$ cat src/sv/cbpg_pkg.sv
// ----------------------------------------------------------------------------
// cbpg_pkg
// shared constants, types and sequencer codes of the cubic bezier generator
// ----------------------------------------------------------------------------
package cbpg_pkg;

    // coordinate and curve parameter formats
    localparam int COORD_BITS  = 24;  // signed q15.8 coordinates
    localparam int T_FRAC_BITS = 16;  // fractional bits of t
    localparam int NUM_CTRL    = 12;  // four points, three axes
    localparam int NUM_AXES    = 3;
    localparam int SEG_W       = 6;   // segment count width

    localparam logic [SEG_W-1:0] SEG_RESET = SEG_W'(63);

    // t, 1-t and all weights fit in q1.T
    localparam int TW      = T_FRAC_BITS + 1;
    // quotient of 2^(T+1) / (2n) and its bit counter
    localparam int QW      = T_FRAC_BITS + 2;
    localparam int QCNT_W  = $clog2(QW);
    // divisor 2n and remainder widths
    localparam int DW      = SEG_W + 1;
    localparam int REM_W   = SEG_W + 2;

    // shared multiplier operands, product and accumulator
    localparam int MA_W    = TW + 1;
    localparam int MB_W    = ((COORD_BITS > TW) ? COORD_BITS : TW) + 1;
    localparam int PROD_W  = MA_W + MB_W;
    localparam int ACC_W   = PROD_W + 1;
    localparam int SC_W    = PROD_W + 2;

    localparam int CIDX_W  = $clog2(NUM_CTRL);

    // stream payload widths
    localparam int IN_W        = NUM_CTRL * COORD_BITS;
    localparam int IN_TDATA_W  = ((IN_W + 7) / 8) * 8;
    localparam int OUT_W       = NUM_AXES * COORD_BITS;
    localparam int OUT_TDATA_W = ((OUT_W + 7) / 8) * 8;

    localparam logic [TW-1:0] T_ONE = TW'(1) << T_FRAC_BITS;

    // operation codes of the sequencer, one multiply each
    localparam int OP_W = 5;
    localparam logic [OP_W-1:0] OP_MT2         = OP_W'(0);  // (1-t)^2
    localparam logic [OP_W-1:0] OP_T2          = OP_W'(1);  // t^2
    localparam logic [OP_W-1:0] OP_W0          = OP_W'(2);  // (1-t)^3
    localparam logic [OP_W-1:0] OP_W1          = OP_W'(3);  // 3(1-t)^2 t
    localparam logic [OP_W-1:0] OP_W2          = OP_W'(4);  // 3(1-t) t^2
    localparam logic [OP_W-1:0] OP_W3          = OP_W'(5);  // t^3
    localparam logic [OP_W-1:0] OP_BLEND_FIRST = OP_W'(6);  // weight times coordinate
    localparam logic [OP_W-1:0] OP_LAST        = OP_W'(17);

    typedef enum logic [2:0] {
        S_IDLE,
        S_DIV,
        S_MUL,
        S_USE,
        S_EMIT
    } t_state;

    // control from the sequencer to the t stepper
    typedef struct packed {
        logic start;
        logic advance;
    } t_tstep_ctl;

    // request to the shared multiplier
    typedef struct packed {
        logic                   en;
        logic signed [MA_W-1:0] a;
        logic signed [MB_W-1:0] b;
    } t_mul_req;

endpackage

$ cat src/sv/cubic_bezier_point_generator.sv
// ----------------------------------------------------------------------------
// cubic_bezier_point_generator
// emits the n+1 points of a cubic bezier curve at t = i/n from four 3d points
// ----------------------------------------------------------------------------
//
// channel   direction  handshake                      payload
// --------  ---------  -----------------------------  -------------------------
// s_axis    in         s_axis_tvalid / s_axis_tready  p0..p3 x,y,z, 24 b each
// m_axis    out        m_axis_tvalid / m_axis_tready  curve x,y,z; tlast = t=1
// cfg       in         i_cfg_valid / o_cfg_ready      segment count n (6 b)
//
// one request, accept to accept with no stall, runs through the idle state,
// then bit-serial division for the t step, then per point 18 products on
// the shared multiplier, each a multiply step and a use step, plus one load
// s_axis_tready is high only when no request is in work
// a stalled m_axis holds the sequencer in its emit step, nothing is dropped
// reset is synchronous, active low; segment count resets to 63, 0 acts as 1
//
module cubic_bezier_point_generator (
    input  logic                                i_clk,
    input  logic                                i_rst_n,

    input  logic                                s_axis_tvalid,
    output logic                                s_axis_tready,
    // p0_x, p0_y, p0_z, p1_x, p1_y, p1_z, p2_x, p2_y, p2_z, p3_x, p3_y, p3_z
    input  logic [cbpg_pkg::IN_TDATA_W-1:0]     s_axis_tdata,

    output logic                                m_axis_tvalid,
    input  logic                                m_axis_tready,
    // curve_x, curve_y, curve_z
    output logic [cbpg_pkg::OUT_TDATA_W-1:0]    m_axis_tdata,
    output logic                                m_axis_tlast,

    input  logic                                i_cfg_valid,
    output logic                                o_cfg_ready,
    input  logic [cbpg_pkg::SEG_W-1:0]          i_cfg_data
);
    import cbpg_pkg::*;

    // saturation bounds of a coordinate, at accumulator width
    localparam logic signed [ACC_W-1:0] SAT_HI =
        {{(ACC_W-COORD_BITS+1){1'b0}}, {(COORD_BITS-1){1'b1}}};
    localparam logic signed [ACC_W-1:0] SAT_LO =
        {{(ACC_W-COORD_BITS+1){1'b1}}, {(COORD_BITS-1){1'b0}}};
    localparam logic [SC_W-1:0] HALF_SC = SC_W'(1) << (T_FRAC_BITS - 1);
    localparam logic signed [ACC_W-1:0] HALF_ACC = ACC_W'(1) << (T_FRAC_BITS - 1);

    // sequencer and control registers
    t_state                  r_state, n_state;
    logic [SEG_W-1:0]        r_seg_cnt;
    logic [SEG_W-1:0]        r_idx;
    logic [OP_W-1:0]         r_op;
    logic                    r_out_valid;

    // payload registers
    logic signed [COORD_BITS-1:0] r_ctrl [NUM_CTRL];
    logic [SEG_W-1:0]        r_n;
    logic [TW-1:0]           r_mt2;
    logic [TW-1:0]           r_t2;
    logic [TW-1:0]           r_w [4];
    logic signed [ACC_W-1:0] r_acc;
    logic signed [COORD_BITS-1:0] r_res [NUM_AXES];
    logic [OUT_W-1:0]        r_out_data;
    logic                    r_out_last;

    // control strobes from the output decode
    logic                    w_in_acc;
    logic                    w_out_free;
    logic                    w_use_en;
    logic                    w_load_out;
    logic                    w_is_last;
    t_tstep_ctl              w_tctl;
    t_mul_req                w_mreq;

    logic [SEG_W-1:0]        w_n_eff;
    logic [TW-1:0]           w_t;
    logic                    w_t_ready;
    logic [TW-1:0]           w_mt;
    logic signed [PROD_W-1:0] w_prod;

    // blend decode: which control point and axis
    logic [OP_W-1:0]         w_j;
    logic [1:0]              w_k;
    logic [1:0]              w_axis;
    logic [CIDX_W-1:0]       w_cidx;

    // product post-processing
    logic [SC_W-1:0]         w_p;
    logic [SC_W-1:0]         w_scaled;
    logic [SC_W-1:0]         w_rnd;
    logic [TW-1:0]           w_weight;
    logic signed [ACC_W-1:0] w_sum;
    logic signed [ACC_W-1:0] w_q;
    logic signed [COORD_BITS-1:0] w_sat;

    // ------------------------------------------------------------------
    // shared units
    // ------------------------------------------------------------------
    cbpg_tstep u_tstep (
        .i_clk   (i_clk),
        .i_rst_n (i_rst_n),
        .i_ctl   (w_tctl),
        .i_n     (w_n_eff),
        .o_t     (w_t),
        .o_ready (w_t_ready)
    );

    cbpg_mul u_mul (
        .i_clk  (i_clk),
        .i_req  (w_mreq),
        .o_prod (w_prod)
    );

    // ------------------------------------------------------------------
    // datapath decode
    // ------------------------------------------------------------------
    assign w_n_eff = (r_seg_cnt == '0) ? SEG_W'(1) : r_seg_cnt;
    assign w_mt    = T_ONE - w_t;

    always_comb begin
        w_j    = r_op - OP_BLEND_FIRST;
        w_axis = w_j[3:2];
        w_k    = w_j[1:0];
        // point k, axis a sits at k*3 + a
        w_cidx = CIDX_W'({2'b00, w_k} + {1'b0, w_k, 1'b0} + {2'b00, w_axis});
    end

    // weight ops: product is nonnegative, times 3 for the middle weights,
    // then rounded back to q1.T
    always_comb begin
        w_p = SC_W'(unsigned'(w_prod));
        if (r_op == OP_W1 || r_op == OP_W2) begin
            w_scaled = w_p + (w_p << 1);
        end else begin
            w_scaled = w_p;
        end
        w_rnd    = w_scaled + HALF_SC;
        w_weight = w_rnd[T_FRAC_BITS +: TW];
    end

    // blend ops: rounding half is folded in with the first product
    always_comb begin
        w_sum = ((w_k == 2'd0) ? HALF_ACC : r_acc) + ACC_W'(w_prod);
        w_q   = w_sum >>> T_FRAC_BITS;
        if (w_q > SAT_HI) begin
            w_sat = SAT_HI[COORD_BITS-1:0];
        end else if (w_q < SAT_LO) begin
            w_sat = SAT_LO[COORD_BITS-1:0];
        end else begin
            w_sat = w_q[COORD_BITS-1:0];
        end
    end

    // ------------------------------------------------------------------
    // sequencer: next state
    // ------------------------------------------------------------------
    always_comb begin
        n_state = r_state;
        case (r_state)
            S_IDLE: begin
                if (s_axis_tvalid) begin
                    n_state = S_DIV;
                end
            end
            S_DIV: begin
                if (w_t_ready) begin
                    n_state = S_MUL;
                end
            end
            S_MUL: begin
                n_state = S_USE;
            end
            S_USE: begin
                if (r_op == OP_LAST) begin
                    n_state = S_EMIT;
                end else begin
                    n_state = S_MUL;
                end
            end
            S_EMIT: begin
                if (w_out_free) begin
                    n_state = (r_idx == r_n) ? S_IDLE : S_MUL;
                end
            end
            default: begin
                n_state = S_IDLE;
            end
        endcase
    end

    // ------------------------------------------------------------------
    // sequencer: outputs
    // ------------------------------------------------------------------
    always_comb begin
        s_axis_tready  = 1'b0;
        w_use_en       = 1'b0;
        w_load_out     = 1'b0;
        w_mreq.en      = 1'b0;
        w_mreq.a       = '0;
        w_mreq.b       = '0;
        w_out_free     = !r_out_valid || m_axis_tready;
        w_is_last      = (r_idx == r_n);
        case (r_state)
            S_IDLE: begin
                s_axis_tready = 1'b1;
            end
            S_MUL: begin
                w_mreq.en = 1'b1;
            end
            S_USE: begin
                w_use_en = 1'b1;
            end
            S_EMIT: begin
                w_load_out = w_out_free;
            end
            default: begin
                s_axis_tready = 1'b0;
            end
        endcase

        // operand select per op code
        case (r_op)
            OP_MT2: begin
                w_mreq.a = $signed({1'b0, w_mt});
                w_mreq.b = $signed(MB_W'({1'b0, w_mt}));
            end
            OP_T2: begin
                w_mreq.a = $signed({1'b0, w_t});
                w_mreq.b = $signed(MB_W'({1'b0, w_t}));
            end
            OP_W0: begin
                w_mreq.a = $signed({1'b0, r_mt2});
                w_mreq.b = $signed(MB_W'({1'b0, w_mt}));
            end
            OP_W1: begin
                w_mreq.a = $signed({1'b0, r_mt2});
                w_mreq.b = $signed(MB_W'({1'b0, w_t}));
            end
            OP_W2: begin
                w_mreq.a = $signed({1'b0, w_mt});
                w_mreq.b = $signed(MB_W'({1'b0, r_t2}));
            end
            OP_W3: begin
                w_mreq.a = $signed({1'b0, r_t2});
                w_mreq.b = $signed(MB_W'({1'b0, w_t}));
            end
            default: begin
                w_mreq.a = $signed({1'b0, r_w[w_k]});
                w_mreq.b = MB_W'(r_ctrl[w_cidx]);
            end
        endcase

        w_in_acc       = s_axis_tvalid && s_axis_tready;
        w_tctl.start   = w_in_acc;
        w_tctl.advance = w_load_out && !w_is_last;
    end

    assign o_cfg_ready = 1'b1;

    // ------------------------------------------------------------------
    // control registers
    // ------------------------------------------------------------------
    always_ff @(posedge i_clk) begin
        if (!i_rst_n) begin
            r_state     <= S_IDLE;
            r_seg_cnt   <= SEG_RESET;
            r_idx       <= '0;
            r_op        <= OP_MT2;
            r_out_valid <= 1'b0;
        end else begin
            r_state <= n_state;
            if (i_cfg_valid && o_cfg_ready) begin
                r_seg_cnt <= i_cfg_data;
            end
            if (w_in_acc) begin
                r_idx <= '0;
                r_op  <= OP_MT2;
            end else begin
                if (w_use_en) begin
                    r_op <= (r_op == OP_LAST) ? OP_MT2 : (r_op + OP_W'(1));
                end
                if (w_tctl.advance) begin
                    r_idx <= r_idx + SEG_W'(1);
                end
            end
            if (w_load_out) begin
                r_out_valid <= 1'b1;
            end else if (m_axis_tready) begin
                r_out_valid <= 1'b0;
            end
        end
    end

    // ------------------------------------------------------------------
    // payload registers
    // ------------------------------------------------------------------
    always_ff @(posedge i_clk) begin
        if (w_in_acc) begin
            for (int i = 0; i < NUM_CTRL; i++) begin
                r_ctrl[i] <= s_axis_tdata[i*COORD_BITS +: COORD_BITS];
            end
            r_n <= w_n_eff;
        end
        if (w_use_en) begin
            case (r_op)
                OP_MT2: r_mt2  <= w_weight;
                OP_T2:  r_t2   <= w_weight;
                OP_W0:  r_w[0] <= w_weight;
                OP_W1:  r_w[1] <= w_weight;
                OP_W2:  r_w[2] <= w_weight;
                OP_W3:  r_w[3] <= w_weight;
                default: begin
                    r_acc <= w_sum;
                    if (w_k == 2'd3) begin
                        r_res[w_axis] <= w_sat;
                    end
                end
            endcase
        end
        if (w_load_out) begin
            r_out_data <= {r_res[2], r_res[1], r_res[0]};
            r_out_last <= w_is_last;
        end
    end

    assign m_axis_tvalid = r_out_valid;
    assign m_axis_tdata  = OUT_TDATA_W'(r_out_data);
    assign m_axis_tlast  = r_out_last;

    // ------------------------------------------------------------------
    // checks
    // ------------------------------------------------------------------
    a_accept_starts: assert property (@(posedge i_clk) disable iff (!i_rst_n)
        w_in_acc |=> (r_state == S_DIV && r_idx == '0 && r_op == OP_MT2))
        else $error("request accept did not restart the sequencer");

    a_stepper_ready: assert property (@(posedge i_clk) disable iff (!i_rst_n)
        (r_state == S_MUL) |-> w_t_ready)
        else $error("multiply issued while t step division still running");

    a_t_first: assert property (@(posedge i_clk) disable iff (!i_rst_n)
        (r_state == S_MUL && r_op == OP_MT2 && r_idx == '0) |-> (w_t == '0))
        else $error("first point not at t equal to zero");

    a_t_last: assert property (@(posedge i_clk) disable iff (!i_rst_n)
        (r_state == S_MUL && r_op == OP_MT2 && r_idx == r_n) |-> (w_t == T_ONE))
        else $error("last point not at t equal to one");

    a_idx_range: assert property (@(posedge i_clk) disable iff (!i_rst_n)
        (r_state != S_IDLE && r_state != S_DIV) |-> (r_idx <= r_n))
        else $error("point index ran past the segment count");

endmodule

$ cat src/sv/cbpg_mul.sv
// ----------------------------------------------------------------------------
// cbpg_mul
// shared signed multiplier with registered product
// ----------------------------------------------------------------------------
module cbpg_mul (
    input  logic                                 i_clk,
    input  cbpg_pkg::t_mul_req                   i_req,
    output logic signed [cbpg_pkg::PROD_W-1:0]   o_prod
);
    import cbpg_pkg::*;

    logic signed [PROD_W-1:0] r_prod;
    logic signed [PROD_W-1:0] n_prod;

    always_comb begin
        n_prod = PROD_W'(i_req.a) * PROD_W'(i_req.b);
    end

    always_ff @(posedge i_clk) begin
        if (i_req.en) begin
            r_prod <= n_prod;
        end
    end

    assign o_prod = r_prod;

endmodule

$ cat src/sv/cbpg_tstep.sv
// ----------------------------------------------------------------------------
// cbpg_tstep
// curve parameter stepper: t = round(i * 2^T / n) by exact increments
// ----------------------------------------------------------------------------
module cbpg_tstep (
    input  logic                              i_clk,
    input  logic                              i_rst_n,
    input  cbpg_pkg::t_tstep_ctl              i_ctl,
    input  logic [cbpg_pkg::SEG_W-1:0]        i_n,
    output logic [cbpg_pkg::TW-1:0]           o_t,
    output logic                              o_ready
);
    import cbpg_pkg::*;

    // divider state
    logic              r_busy,     n_busy;
    logic [QCNT_W-1:0] r_cnt,      n_cnt;
    logic [REM_W-1:0]  r_div_rem,  n_div_rem;
    logic [QW-1:0]     r_quot,     n_quot;
    logic [DW-1:0]     r_d,        n_d;
    // stepper state
    logic [TW-1:0]     r_t,        n_t;
    logic [DW-1:0]     r_r,        n_r;

    logic              w_a_bit;
    logic [REM_W-1:0]  w_rem_sh;
    logic              w_qbit;
    logic [REM_W-1:0]  w_r_sum;
    logic              w_wrap;

    always_comb begin
        // dividend is 2^(T+1): one bit set at the top
        w_a_bit  = (r_cnt == QCNT_W'(QW - 1));
        w_rem_sh = {r_div_rem[REM_W-2:0], w_a_bit};
        w_qbit   = (w_rem_sh >= REM_W'(r_d));

        // remainder plus remainder step stays below twice the divisor
        w_r_sum  = REM_W'(r_r) + REM_W'(r_div_rem);
        w_wrap   = (w_r_sum >= REM_W'(r_d));

        n_busy    = r_busy;
        n_cnt     = r_cnt;
        n_div_rem = r_div_rem;
        n_quot    = r_quot;
        n_d       = r_d;
        n_t       = r_t;
        n_r       = r_r;

        if (i_ctl.start) begin
            n_busy    = 1'b1;
            n_cnt     = QCNT_W'(QW - 1);
            n_div_rem = '0;
            n_d       = {i_n, 1'b0};
            n_t       = '0;
            n_r       = DW'(i_n);
        end else if (r_busy) begin
            n_div_rem = w_qbit ? (w_rem_sh - REM_W'(r_d)) : w_rem_sh;
            n_quot    = {r_quot[QW-2:0], w_qbit};
            n_cnt     = r_cnt - QCNT_W'(1);
            if (r_cnt == '0) begin
                n_busy = 1'b0;
            end
        end else if (i_ctl.advance) begin
            if (w_wrap) begin
                n_r = DW'(w_r_sum - REM_W'(r_d));
                n_t = r_t + r_quot[TW-1:0] + TW'(1);
            end else begin
                n_r = DW'(w_r_sum);
                n_t = r_t + r_quot[TW-1:0];
            end
        end
    end

    always_ff @(posedge i_clk) begin
        if (!i_rst_n) begin
            r_busy <= 1'b0;
        end else begin
            r_busy <= n_busy;
        end
    end

    always_ff @(posedge i_clk) begin
        r_cnt     <= n_cnt;
        r_div_rem <= n_div_rem;
        r_quot    <= n_quot;
        r_d       <= n_d;
        r_t       <= n_t;
        r_r       <= n_r;
    end

    assign o_t     = r_t;
    assign o_ready = !r_busy;

endmodule

$ cat config.mk
export PLATFORM = sky130hd
export DESIGN_NAME = cubic_bezier_point_generator
export DESIGN_NICKNAME = d
export VERILOG_FILES = /design/src/sv/cbpg_pkg.sv /design/src/sv/cubic_bezier_point_generator.sv /design/src/sv/cbpg_mul.sv /design/src/sv/cbpg_tstep.sv
export SDC_FILE = /design/constraint.sdc
export NUM_CORES = 2
export LEC_CHECK = 0
export BUFFER_PORTS_ARGS = -buffer_cell sky130_fd_sc_hd__buf_4
export CAP_MARGIN = 5
export CELL_PAD_IN_SITES_DETAIL_PLACEMENT = 1
export CELL_PAD_IN_SITES_GLOBAL_PLACEMENT = 1
export CORE_ASPECT_RATIO = 0.7
export CORE_UTILIZATION = 40
export CTS_BUF_LIST = sky130_fd_sc_hd__clkbuf_8
export DETAILED_ROUTE_END_ITERATION = 7
export PLACE_DENSITY = 0.72
export SYNTH_ARGS = -nofsm -noshare
export SYNTH_HDL_FRONTEND = slang
export SYNTH_SLANG_ARGS = --single-unit
$ cat constraint.sdc
create_clock -name i_clk -period 27.1 [get_ports i_clk]
set_input_delay 2.71 -clock i_clk [delete_from_list [all_inputs] [get_ports i_clk]]
set_output_delay 2.71 -clock i_clk [all_outputs]
set_load 0.005 [all_outputs]
# Yosys cells after proc, flatten, opt, wreduce, memory -nomap -nowiden
# Memory sizes are Yosys's and may differ from the RTL's. A register that Yosys moved wholly into a read port is not among the register bits.
# Cells that the tools add are included.
# Widths: inputs -> output; s select.
# word_totals
regBits	204
ramBits	428
in_bits	299
output_inout_bits	76
elab_cells	142
mem_count	3
# classes
addsub	15
mul	1
magnitude_cmp	4
n_eq_ne	17
muxes	55
n_bitwise	4
n_reduce_logical	25
# memory_table
name	depth	word_bits	rd	rd_clocked_by_memory_dff	write_ports	line	text
r_ctrl	12	24	1	0	12	cubic_bezier_point_generator.sv:56	logic signed [COORD_BITS-1:0] r_ctrl [NUM_CTRL];
r_res	3	24	3	3	1	cubic_bezier_point_generator.sv:62	logic signed [COORD_BITS-1:0] r_res [NUM_AXES];
r_w	4	17	1	0	1	cubic_bezier_point_generator.sv:60	logic [TW-1:0] r_w [4];
# ops
operator	n
$pmux 42 s6	1
$mux 17	4
$reduce_or 17->1	3
$mux 24	2
$add 44x43->44	1
$mux 44	1
$mul 18x25->43	1
$add 33x16->33 const B	1
$add 33x33->33	1
$mux 33	1
$mux 1	30
$gt 28x24->1 const B	1
$lt 28x24->1 const B	1
$mux 6	4
$add 17x1->17 const B	1
$add 17x17->17	1
$sub 17x17->17 const A	1
$ge 8x7->1	2
$pmux 3 s5	1
$mux 3	4
$reduce_and 2->1	6
$eq 5x2->1 const B	2
$eq 5x3->1 const B	2
$eq 5x5->1 const B	2
other kinds (32)	47

# Longest topological paths before layout
# depth
ltp_word	8
ltp_mapped	39
ltp_nobuf	36

# Hierarchy
# A second synthesis with hierarchy kept.
# unflattened
cells_unflattened	4191
hier_area_um2	49190.9
# by_module_without_submodules
mod	n_inst	cells_per_inst	area_each_um2	seq_area_each_um2
cubic_bezier_point_generator	1	1876	27685.3	17987.3
cbpg_mul	1	1860	17255.3	1291.2
cbpg_tstep	1	455	4250.3	1511.4

# Worst setup path before layout
# OpenSTA, ideal clock, no wires.
# synth_timing
path_type	input -> register
from	input port s_axis_tvalid
to	memory r_ctrl[0][0] (enable)
setup_ps	772
t_arrival_ps	11005
t_required_ps	26328
slack_ps	15322
path_stages	3
n_path_buf	1
cell_sequence	nand2_1 -> clkinv_1 -> buf_1
# synth_rtl
element	line	text
start, declared	cubic_bezier_point_generator.sv:23	input logic s_axis_tvalid,
end, declared	cubic_bezier_point_generator.sv:56	

# Worst setup path after layout
# layout_timing
from	register r_op[1]
to	register u_mul.r_prod[39] (netlist: u_mul.o_prod[39]), data pin
# layout_via
elab_chain_len	6
elab_cells_between_ends	13
cone_classes	3 x add/sub; 1 x mul; 5 x eq/ne; 1 x mux; 1 x reduce/logical; 2 x memory
# layout_lines
element	line	text
start, declared	cubic_bezier_point_generator.sv:52	logic [OP_W-1:0] r_op;
start signal, assigned	cubic_bezier_point_generator.sv:280	r_op <= (r_op == OP_LAST) ? OP_MT2 : (r_op + OP_W'(1));
$sub 4x3->4	cubic_bezier_point_generator.sv:121	w_j = r_op - OP_BLEND_FIRST;
$add 2x3->4	cubic_bezier_point_generator.sv:125	w_cidx = CIDX_W'({2'b00, w_k} + {1'b0, w_k, 1'b0} + {2'b00, w_axis});
$add 4x2->4	cubic_bezier_point_generator.sv:125	
$mem_v2 12x24	n/a	
$pmux 42 s6 *	cubic_bezier_point_generator.sv:222	case (r_op)
$mul 18x25->43 *	cbpg_mul.sv:16	n_prod = PROD_W'(i_req.a) * PROD_W'(i_req.b);
net u_mul.n_prod[39]	cbpg_mul.sv:13	logic signed [PROD_W-1:0] n_prod;
end signal, assigned	cbpg_mul.sv:21	r_prod <= n_prod;
end, declared	cbpg_mul.sv:12	logic signed [PROD_W-1:0] r_prod;
# Mark *: on every way through the listed nets, which the timed path passes. The rest lies on a longest branch.
# A chain may end at the register's enable or synchronous reset.

==> metrics.cfg <==
[status]
status = complete, no violations

[synth]
syn_inst = 4022
synth_nets = 4957
netlist.area_leader.share_pct = 41.4
synth_compound_area_share_pct = 8.51
synth_edf_count = 651
synth_ff_type = edfxtp_1
synth-adder-area-share_pct = 23.4
synth.mux.area_fraction_pct = 5.22
synth_xor_area_share_pct = 3.11
synth_top_family_by_area = adder cells
yosys_warnings = 0
ys_ff_latch = 704
synth.avg_cell_area_um2 = 11.8
yosysTopAreaCell = edfxtp_1
synth_cell_types = 101
synth-seq-area-share_pct = 43.6
synth_area_um2 = 47300
synthTopCellsByArea = edfxtp_1, fa_1, ha_1
ys_async_sr_fraction_pct = 0
synthSimpleGateAreaFrac_pct = 10.5

[cts]
clk_latency_ps = 850
clk_pin_slew_worst_paths_ps = 70
postCtsSetupBuffers = 0
cts_made_buffers = 114
cts.path.max_buffers = 3
cts_resized = 0
cts_root_buf = clkbuf_8
cts.sinks = 704
htreeDepth = 3
cts_tree = built
hold_buffers = 0

[grt]
antenna_found_initial = 13
grt_usage_pct = 23.3
grt_overflow = 0
grt_max_degree = 197
grt_pass1_vias = 35200
grt_first_pass_wirelength_um = 212000

[setup_path]
critPathMaxFanout = 60
cpPeakStageDelay_ps = 960
worstSetupPathType = flop to flop
crit_slowest_cell = a221oi_1
crit_path_start_kind = flop
crit_path_frequent_cell = fa_1
cp.arrival_ps = 12150
critical_path_required_ps = 27650
crit_path_end_kind = flop

[drt]
ant_nets = 0
drt_first_iter_violations = 2498
first_pass_iters = 8
post_drt_wl_per_cell_um = 22.7
vias = 32700
drt-vias-per-instance = 5.39
wirelength_um = 138000
drc = 0

[floorplan]
io_pins = 375
core_area_um2 = 117000
die_h_um = 290
die_w_um = 413
die-area_um2 = 120000
row_count = 105
start_util_pct = 40.3

[sta]
slew_headroom_pct = 12.5
hold_viol_final = 0
fmax_ghz = 0.0862
grt_setup_unrepaired = false
tns_ps = 0
drv_slew = 0
fin_crit_sh_pct = 42.8
finalSetupViolations = 0
worst_pin_slew_ps = 1300
finClkSkew_ps = 64.9
finalCriticalPeriod_ps = 11600

[power_and_ir_drop]
ir_worst_vdd_mv = 0.0396
p_per_area_nw_per_um2 = 46.1
p_leak_uw = 0.0228

[hold_path]
hp-class = flop to flop

[placed_design]
portBuffers = 373
hpwlAfterDp_um = 106000
gp_congestion = 0.914

[finish]
area_growth_pct = 14.9
mostFrequentLayoutCell = edfxtp_1
layout-drive-gt1-share_pct = 16.8
final_cell_mix = edfxtp_1, inv_1, buf_4
num-nets-final = 5340
post-route-util_pct = 46.3

[flow_run]
maxCapViolations = 0

==> power by group <==
group	switching, uW	total, uW	internal (uW)
Combinational	169	294	125
Clock	459	939	481
Sequential	21.6	1270	1250
==> state kept, by name, summed over array words and instances, names as in the netlist <==
name and cells:
u_tstep.r_cnt 5, r_res 72, r_ctrl 288, u_tstep.r_r 7, r_mt2 17, r_t2 17, m_axis_tlast 1, u_tstep.r_div_rem 8
u_tstep.o_t 17, r_state 3, u_tstep.r_quot 17, r_w 68, m_axis_tvalid 1, r_seg_cnt 6, u_tstep.r_d 6, u_mul.o_prod 43
r_idx 6, r_acc 44, r_op 5, m_axis_tdata 72, u_tstep.r_busy 1
==> stage by stage <==
stage	total power (uW)	cells	cell area [um2]	hold WS, ps	setup slack (ps)
CTS	2530	6052	54300	383	15610
finish	2500	6065	54300	388	15500
global placement	1570	5840	52000	400	16010
floorplan	1480	4022	47300	400	15320
global route	2610	6065	54300	399	14960
detailed placement	1580	5840	52000	405	15690
==> layer usage <==
metal  track usage [%]  vias to the layer above  wire (um)
met5                 0                        -         61
met4              4.91                        6       2620
met3              5.66                      176      10100
met2              36.7                     1031      63100
met1              32.8                    16800      61700
li1                  -                    14700          -
==> path summary, 6_finish.rpt <==
| path | from | cells past startpoint | endpoint | slack, ps |
|---|---|---|---|---|
| worst min-delay path | r_res[0][16] | 0 | m_axis_tdata[16] | 390 |
| worst min register to register | r_res[0][16] | 0 | m_axis_tdata[16] | 390 |
| worst max-delay path | r_op[1] | 32 | u_mul.o_prod[39] | 15500 |
| worst max register to register | r_op[1] | 32 | u_mul.o_prod[39] | 15500 |
==> critical path, delay by kind of cell (launching register included) <==
kind	cells	cell delay [ps]
AOI/OAI and AO/OA	9	3080
DFF	1	300
and+or+nand+nor	3	1150
adders and majority gates	10	4360
muxes	2	570
buffers and inverters	6	1300
xor gates and xnor gates	2	490
==> logic make-up after synthesis <==
logic type               Yosys count
AND/OR/NAND/NOR                 1075
flip-flops                       704
buffers and inverters            701
adder cells (fa/ha/maj)          636
AO/OA/AOI/OAI                    603
XOR/XNOR                         167
multiplexers                     135
other                              1
==> Yosys cell counts (all sizes together), types with 13 or more instances <==
master,instances
mux4,89
nor2b,100
inv,541
a222oi,18
clkbuf,124
dfxtp,53
nand4,22
or3,24
edfxtp,651
fa,412
o211ai,15
xnor2,97
nand2b,30
o31ai,13
o21ai,154
nor2,308
a21boi,13
buf,35
and3,20
ha,224
xor2,70
mux2i,43
nand2,382
or2,16
nor3,56
nand3,55
a211oi,23
o21a,24
o21bai,17
and2,16
a21oi,147
a31oi,23
a21o,66
==> cell type report <==
| class | count | area, um2 |
|---|---|---|
| fill | 12600 | 62900 |
| sequential | 704 | 20600 |
| multi-input combinational | 2617 | 24200 |
| tap | 1551 | 1940 |
| clock inverter | 95 | 653 |
| inverter | 542 | 2040 |
| timing repair buffer | 426 | 3210 |
| antenna | 13 | 32.5 |
| clock buffer | 117 | 1610 |
No activity file was read; power rests on OpenSTA's default activity.
